==> src/design/ccde_fifo.sv <==
// Small job queue between the front and the correlation engine.
module ccde_fifo #(
    parameter int WIDTH = 8,
    parameter int DEPTH = 2
) (
    input  logic             clk,
    input  logic             rst_n,
    input  logic             push,
    input  logic [WIDTH-1:0] push_data,
    input  logic             pop,
    output logic [WIDTH-1:0] pop_data,
    output logic             full,
    output logic             empty
);

    localparam int PTR_W = (DEPTH > 1) ? $clog2(DEPTH) : 1;
    localparam int CNT_W = $clog2(DEPTH + 1);

    logic [WIDTH-1:0] slots [DEPTH];
    logic [PTR_W-1:0] wr_ptr_reg;
    logic [PTR_W-1:0] rd_ptr_reg;
    logic [CNT_W-1:0] count_reg;

    assign full     = (count_reg == CNT_W'(DEPTH));
    assign empty    = (count_reg == '0);
    assign pop_data = slots[rd_ptr_reg];

    always_ff @(posedge clk)
    begin
        if (push)
        begin
            slots[wr_ptr_reg] <= push_data;
        end
    end

    always_ff @(posedge clk or negedge rst_n)
    begin
        if (!rst_n)
        begin
            wr_ptr_reg <= '0;
            rd_ptr_reg <= '0;
            count_reg  <= '0;
        end
        else
        begin
            if (push)
            begin
                wr_ptr_reg <= (wr_ptr_reg == PTR_W'(DEPTH - 1)) ? '0 : wr_ptr_reg + 1'b1;
            end
            if (pop)
            begin
                rd_ptr_reg <= (rd_ptr_reg == PTR_W'(DEPTH - 1)) ? '0 : rd_ptr_reg + 1'b1;
            end
            if (push && !pop)
            begin
                count_reg <= count_reg + 1'b1;
            end
            else if (pop && !push)
            begin
                count_reg <= count_reg - 1'b1;
            end
        end
    end

endmodule

==> config.mk <==
export PLATFORM = sky130hd
export DESIGN_NAME = ccde_fifo
export DESIGN_NICKNAME = d
export VERILOG_FILES = /design/src/design/ccde_fifo.sv
export SDC_FILE = /design/constraint.sdc
export NUM_CORES = 1
export LEC_CHECK = 0
export ABC_CLOCK_PERIOD_IN_PS = 2760
export BUFFER_PORTS_ARGS = -buffer_cell sky130_fd_sc_hd__buf_2
export CAP_MARGIN = 10
export CORE_MARGIN = 1
export CORE_UTILIZATION = 52
export CTS_CLUSTER_SIZE = 14
export DETAILED_ROUTE_END_ITERATION = 12
export GPL_TIMING_DRIVEN = 1
export MAX_ROUTING_LAYER = met4
export PLACE_DENSITY_LB_ADDON = 0.25
export SLEW_MARGIN = 20
export SYNTH_ARGS = -nofsm -noshare
export SYNTH_HDL_FRONTEND = slang
export SYNTH_SLANG_ARGS = --single-unit
==> constraint.sdc <==
create_clock -name clk -period 2.76 [get_ports clk]
set_input_delay 0.828 -clock clk [delete_from_list [all_inputs] [get_ports clk]]
set_output_delay 0.828 -clock clk [all_outputs]
set_load 0.01 [all_outputs]
### Yosys cells after proc, flatten, opt, wreduce, memory -nomap -nowiden

Memories as Yosys holds them, arrays and structs flattened.
Cells that the tools add are included.
Widths: inputs -> output; s select.

| cells by class | value |
|---|---|
| equality and inequality tests | 1 |
| reductions and logical operators | 6 |
| add/sub/neg operators | 4 |
| multiplexer cells | 6 |

Operator list:

| kind | count |
|---|---|
| $mux 1 | 4 |
| $mux 2 | 2 |
| $add 1x1->1 const B | 2 |
| $add 2x1->2 const B | 1 |
| $eq 2x2->1 const B | 1 |
| $logic_and 1x1->1 | 2 |
| $logic_not 1->1 | 2 |
| $logic_not 2->1 | 1 |
| $reduce_bool 2->1 | 1 |
| $sub 2x1->2 const B | 1 |

| storage, ports and cells | value |
|---|---|
| memories kept | 1 |
| memory bits (writable) | 16 |
| output and inout port bits | 10 |
| logic and storage cells | 21 |
| register bits | 4 |

Memory list:

| name | words | width | read ports | clocked after Yosys merged registers in | wr ports | line | source |
|---|---|---|---|---|---|---|---|
| slots | 2 | 8 | 1 | 0 | 1 | 19 | `logic [WIDTH-1:0] slots [DEPTH];` |

### Depth between registers and ports, before layout

Gate-level depths: netlist (run 1).

| depth | value |
|---|---|
| word-level depth | 4 |
| depth in mapped cells | 5 |
| mapped depth without buffers | 5 |

### Least setup slack after synthesis (run 1)

No wires, ideal clock.

| timing path | value |
|---|---|
| path type | register -> output |
| from | reg rd_ptr_reg |
| to | out pop_data[0] |
| data arrival time | 0.801 ns |
| required time | 1.932 ns |
| setup slack | 1.131 ns |
| cell stages (with the launch flop) | 3 |
| cells stage by stage | dfrtp_1 -> buf_6 -> mux2_2 |

| on the way | value |
|---|---|
| word-level cells in the longest chain between the ends | 1 |

RTL lines:

| item | line | source |
|---|---|---|
| from (decl) | 21 | `logic [PTR_W-1:0] rd_ptr_reg;` |
| from (signal assigned) | 52 | `rd_ptr_reg <= (rd_ptr_reg == PTR_W'(DEPTH - 1)) ? '0 : rd_ptr_reg + 1'b1;` |
| $mem_v2 2x8 | n/a |  |
| to (decl) | 11 | `output logic [WIDTH-1:0] pop_data,` |

Every way passes these cells.

### Worst setup path after layout (run 1)

| timing path | value |
|---|---|
| from | reg rd_ptr_reg |
| to | out pop_data[7] |

The elaborated chain is that of the path after synthesis.

==> results.sh, run 1 <==
export IMPL_ys_seq_elements=20
export IMPL_combinationalPowerShare_pct=27.8
export IMPL_cts_sinks=20
export IMPL_switching_share_pct=28.8
export IMPL_critPathKind="register to primary output"
export IMPL_cts_resized=0
export IMPL_max_slew_margin_rel_pct=55.0
export IMPL_yosysSeqAreaShare_pct=75.3
export IMPL_worst_pin_slew_ps=673
export IMPL_drt_first_pass_iters=3
export IMPL_min_path_type="input pin to async pin"
export IMPL_place_inst=76
export IMPL_drv_slew=0
export IMPL_antenna_left=0
export IMPL_netlist_top_cells_area="edfxtp_1 (62%), dfrtp_1 (13%), mux2_2 (12%)"
export IMPL_fp_coreArea_um2=1330
export IMPL_syn_area_um2=771
export IMPL_htree_levels=1
export IMPL_timing_rr_end="slots[0][3]"
export IMPL_required_ps=1930
export IMPL_fin_skew_ps=13.6
export IMPL_fin_nets=79
export IMPL_pwr_share_seq_pct=53.5
export IMPL_rsz0062_at_grt="false"
export IMPL_grt_start_max_net_pins=12
export IMPL_p_leak_nw=0.381
export IMPL_place_congestion=0.618
export IMPL_synth_top_area_share_pct=62.3
export IMPL_setup_slack_ps=531
export IMPL_drcViolationCount=0
export IMPL_p_int_mw=0.622
export IMPL_met3_usage_pct=6.67
export IMPL_syn_nets=54
export IMPL_final_hold_viol_count=0
export IMPL_dp_slack_ps=865
export IMPL_grt_antenna_before_repair=0
export IMPL_reg2reg_from="wr_ptr_reg"
export IMPL_finalCritPeriodShare_pct=80.7
export IMPL_cts_setup_buffers=0
export IMPL_largest_reg_flops=16
export IMPL_p_clk_share_pct=18.7
export IMPL_end_kind="primary output"
export IMPL_cp_arrival_ps=1400
export IMPL_r2r_setup_slack_ps=1430
export IMPL_clk_latency_ps=300
export IMPL_cts_tree="built"
export IMPL_max_vdd_ir_drop_mv=0.564
export IMPL_antenna_cells=0
export IMPL_numCtsBuffers=3
export IMPL_root_buffer="clkbuf_4"
export IMPL_postCtsHoldBufs=0
export IMPL_p_switching_mw=0.251
export IMPL_power_density_nw_per_um2=950
export IMPL_clock_fmax_mhz=449
export IMPL_wire_per_inst_um=13.6
export IMPL_drtIter0Drc=2
export IMPL_r2r_cells=1
export IMPL_syn_avg_cell_area_um2=18.8
export IMPL_die_h_um=40.5
export IMPL_wirelength_mm=1.09
export IMPL_startpoint_type="register"
export IMPL_holdWs_ps=311
export IMPL_cp_max_fo=9
export IMPL_yosys_area_top_type="edfxtp_1"
export IMPL_setup_viol=0
export IMPL_port_buffers=21
export IMPL_ys_types=12
export IMPL_grtUsageTotal_pct=17.1
export IMPL_yosys_warnings=0
export IMPL_drv_cap=0
export IMPL_clkSlewWorstSetupHoldPaths_ps=110
export IMPL_grtUsageMet1_pct=18.8
export IMPL_grt_remaining_overflow=0
export IMPL_fin_crit_ps=2230
export IMPL_rows=13
export IMPL_grt_use_met2_pct=27.4
export IMPL_synth_cells=41
export IMPL_drive_above_1_share_pct=52.3
export IMPL_grt_pass1_vias=374
export IMPL_grt_pass1_wl_mm=1.60
export IMPL_dieArea_um2=1640
export IMPL_top_usage_layer="met2"
export IMPL_vias=409
export IMPL_dieWidth_um=40.5
export IMPL_via_per_inst=5.11
export IMPL_dp_hpwl_um=823
export IMPL_tns_ps=0
export IMPL_area_growth_pct=19.3
export IMPL_status="finished, final reports clean"
export IMPL_clockBufferDepth=2
export IMPL_initial_core_util_pct=57.8
export IMPL_fin_cells=80
export IMPL_io_pins=22
[through the flow]
| stage | util, % | total power, mW | instance area [µm²] |
|---|---|---|---|
| after floorplan | - | 0.640 | 771 |
| after global placement | 66.2 | 0.709 | 883 |
| after detailed placement | 66.2 | 0.720 | 883 |
| after CTS | 68.9 | 0.879 | 920 |
| after global routing | 68.9 | 0.923 | 920 |
| final | 68.9 | 0.874 | 920 |
[power by group through the flow]
stage	clock network (mW)	registers, mW	logic [mW]
after floorplan	0	0.443	0.197
after global placement	0	0.470	0.239
after detailed placement	0	0.473	0.247
after CTS	0.165	0.468	0.247
after global routing	0.175	0.478	0.271
final	0.163	0.467	0.243
[layer usage]
layer | part of all wire (%) | up-vias
met5 | 0 | -
met4 | 0 | 0
met3 | 5.2 | 0
met2 | 54 | 17
met1 | 41 | 195
li1 | - | 197
[cell usage after synthesis, drive strengths merged]
library cell and n:
edfxtp 16, mux2 8, dfrtp 4, xor2 4, nor2 2, and2 1, and2b 1, buf 1
ha 1, inv 1, nor2b 1, xnor2 1
[cells in the final DEF, fill, tap and decap left out, drive strengths merged]
master,instances
nor2,2
dfrtp,4
xnor2,1
clkbuf,4
nor2b,1
ha,1
mux2,8
edfxtp,16
xor2,4
and2b,1
inv,1
and2,1
buf,21
[critical path, cell delays in order, from the launching register on]
cell,delay [ps]
dfrtp_1,580
mux2_2,380
buf_2,140
[layout make-up]
cell class	instances	area [µm²]
Sequential cell	20	581
Timing Repair Buffer	21	105
Tap cell	15	18.8
Multi-Input combinational cell	19	175
Inverter	1	3.75
Clock buffer	4	36.3
Fill cell	107	414
[worst max-delay path by stage]
stage | from | to | slack, ps
floorplan | rd_ptr_reg | pop_data[0] | 1130
global placement | rd_ptr_reg | pop_data[7] | 870
detailed placement | rd_ptr_reg | pop_data[7] | 870
CTS | rd_ptr_reg | pop_data[7] | 520
global route | rd_ptr_reg | pop_data[3] | 440
finish | rd_ptr_reg | pop_data[7] | 530
[cell families (layout without fill, tap and decap cells)]
logic type | Yosys count | count (layout) | share of synthesized area, %
AND/OR/NAND/NOR | 5 | 5 | 3.74
XOR/XNOR | 5 | 5 | 5.68
adder cells (fa/ha/maj) | 1 | 1 | 1.62
flip-flops | 20 | 20 | 75.3
multiplexers | 8 | 8 | 11.7
buffers and inverters | 2 | 26 | 1.95
Power figures use the tool's default switching activity.
==> inputs of run 2 (changes only) <==
ABC_AREA = 1   (was default)
ABC_CLOCK_PERIOD_IN_PS = 2300   (was 2760)
CORE_UTILIZATION = 49   (was 52)
clock period = 2.3 ns   (was 2.76 ns; I/O delays follow)
==> run 2 against run 1 <==
Global-route usage shrank 2.8 points; worst hold slack lost 130 ps; clock-buffer cell count shrank 1; clock skew shrank 11 ps; power grew 23%; non-clock buffer count grew 1; flip-flop and latch count is the same; worst setup slack lost 350 ps; register-to-register slack lost 140 ps; synthesized area grew 6.2%; cell count grew 14%; critical endpoint is now pop_data[4]; largest cell class unchanged.
==> results.sh, run 2 <==
export IMPL_end_kind="primary output"
export IMPL_cp_max_fo=9
export IMPL_min_path_type="input pin to async pin"
export IMPL_initial_core_util_pct=53.1
export IMPL_drv_cap=0
export IMPL_yosysSeqAreaShare_pct=70.9
export IMPL_final_hold_viol_count=0
export IMPL_antenna_cells=0
export IMPL_p_leak_nw=0.445
export IMPL_wirelength_mm=1.04
export IMPL_grtUsageMet1_pct=15.9
export IMPL_critPathKind="register to primary output"
export IMPL_io_pins=22
export IMPL_finalCritPeriodShare_pct=92.3
export IMPL_yosys_area_top_type="edfxtp_1"
export IMPL_met3_usage_pct=3.83
export IMPL_rows=14
export IMPL_syn_avg_cell_area_um2=16.4
export IMPL_clock_fmax_mhz=471
export IMPL_drcViolationCount=0
export IMPL_place_congestion=0.729
export IMPL_dieWidth_um=42.9
export IMPL_syn_nets=63
export IMPL_port_buffers=21
export IMPL_synth_commonest_cells="edfxtp_1 (16), mux2_4 (8), inv_1 (7)"
export IMPL_layout_commonest_cell="buf_2"
export IMPL_top_usage_layer="met2"
export IMPL_root_buffer="clkbuf_4"
export IMPL_ys_flop_type="edfxtp_1"
export IMPL_layout_common_cells="buf_2 (21), edfxtp_1 (16), mux2_4 (8)"
export IMPL_grt_antenna_before_repair=0
export IMPL_cp_arrival_ps=1430
export IMPL_htree_levels=1
export IMPL_drv_slew=0
export IMPL_fin_cells=91
export IMPL_cpMaxStageDelayCell="dfrtp_1"
export IMPL_power_density_nw_per_um2=1110
export IMPL_clk_latency_ps=290
export IMPL_cts_sinks=20
export IMPL_cts_tree="built"
export IMPL_synth_top_area_share_pct=58.7
export IMPL_ys_seq_elements=20
export IMPL_grt_start_max_net_pins=12
export IMPL_fin_skew_ps=2.49
export IMPL_fin_crit_ps=2120
export IMPL_rsz0062_at_grt="false"
export IMPL_dp_hpwl_um=773
export IMPL_grt_use_met2_pct=22.4
export IMPL_startpoint_type="register"
export IMPL_yosys_warnings=0
export IMPL_fin_nets=89
export IMPL_fp_coreArea_um2=1540
export IMPL_setup_viol=0
export IMPL_grt_remaining_overflow=0
export IMPL_drive_above_1_share_pct=44.0
export IMPL_fin_util_pct=62.7
export IMPL_max_stage_delay_ps=660
export IMPL_grt_pass1_wl_mm=1.76
export IMPL_via_per_inst=4.80
export IMPL_max_slew_margin_rel_pct=67.1
export IMPL_required_ps=1610
export IMPL_die_h_um=42.9
export IMPL_area_growth_pct=18.0
export IMPL_drt_first_pass_iters=3
export IMPL_postCtsHoldBufs=0
export IMPL_cts_setup_buffers=0
export IMPL_ys_types=12
export IMPL_cts_resized=0
export IMPL_synth_edf_count=16
export IMPL_synth_cells=50
export IMPL_antenna_left=0
export IMPL_numCtsBuffers=3
export IMPL_wire_per_inst_um=11.5
export IMPL_status="finished, final reports clean"
export IMPL_max_vdd_ir_drop_mv=0.647
export IMPL_place_inst=87
export IMPL_netlist_top_cells_area="edfxtp_1 (59%), mux2_4 (15%), dfrtp_1 (12%)"
export IMPL_vias=437
export IMPL_tns_ps=0
export IMPL_drtIter0Drc=6
export IMPL_worst_pin_slew_ps=494
export IMPL_crit_chain="mux2_4 -> buf_2"
export IMPL_grtUsageTotal_pct=14.3
export IMPL_dieArea_um2=1840
export IMPL_largest_reg_flops=16
export IMPL_synthArstFlopShare_pct=20.0
export IMPL_syn_area_um2=818
export IMPL_clkSlewWorstSetupHoldPaths_ps=100
export IMPL_grt_pass1_vias=414
export IMPL_clockBufferDepth=2
export IMPL_synthMostInstantiatedCell="edfxtp_1"
## run 2: changes by cell type in the layout (fill, tap and decap cells not counted), sizes merged
cell | previous run | this run
nand2 | 0 | 5
and2 | 1 | 0
buf | 21 | 22
and2b | 1 | 0
nor2b | 1 | 0
xor2 | 4 | 2
nor2 | 2 | 3
clkbuf | 4 | 3
nand4 | 0 | 1
inv | 1 | 7
nand3 | 0 | 1
clkinv | 0 | 1
## run 2: critical path, delay by kind of cell, from the launching register on
family                 cells  cell delay, ps
flip-flops                 1             660
multiplexers               1             340
buffers and inverters      1             140
## run 2: worst paths after layout
kind	from	slack, ps	end	depth (start not counted)
worst max-delay path	rd_ptr_reg	180	pop_data[4]	2
worst min-delay path	rst_n	180	count_reg[0]	1
worst max register to register	wr_ptr_reg	1290	slots[1][2]	2
worst min register to register	wr_ptr_reg	500	wr_ptr_reg	1
max in group asynchronous	rst_n	2000	rd_ptr_reg	1
min in group clk	wr_ptr_reg	500	wr_ptr_reg	1
## run 2: layout make-up
type                       instances  area, µm²
timing repair buffer              22        113
clock inverter                     1       3.75
clock buffer                       3       22.5
inverter                           7       26.3
multi-input combinational         22        200
tap                               16       20.0
fill                             121        576
sequential                        20        581
## run 2: cells by family (layout without fill, tap and decap cells)
logic type	Yosys count	count (layout)	synth area share [%]
mux	8	8	14.7
fa+ha+maj	1	1	1.53
simple gates	10	10	5.05
flops	20	20	70.9
xor+xnor	3	3	3.21
buf+inv	8	33	4.59
## run 2: per-stage QoR
stage | setup slack (ps) | hold WS, ps | cell area [µm²] | power (mW)
3_3_place_gp | 504 | 476 | 940 | 0.916
6_report | 177 | 184 | 966 | 1.07
3_5_place_dp | 495 | 479 | 940 | 0.923
5_1_grt | 101 | 169 | 966 | 1.14
4_1_cts | 160 | 179 | 966 | 1.08
2_1_floorplan | 807 | 394 | 818 | 0.821
## run 2: routing by layer
metal  up-vias  part of all wire [%]
met2        12                    51
met5         -                     0
met1       201                    44
met4         0                   1.3
li1        222                     -
met3         2                   2.8
## run 2: power by group
| part | switching, mW | leakage [nW] | internal, mW |
|---|---|---|---|
| registers | 0.0792 | 0.197 | 0.491 |
| logic | 0.144 | 0.233 | 0.196 |
| clock network | 0.0980 | 0.0154 | 0.0631 |
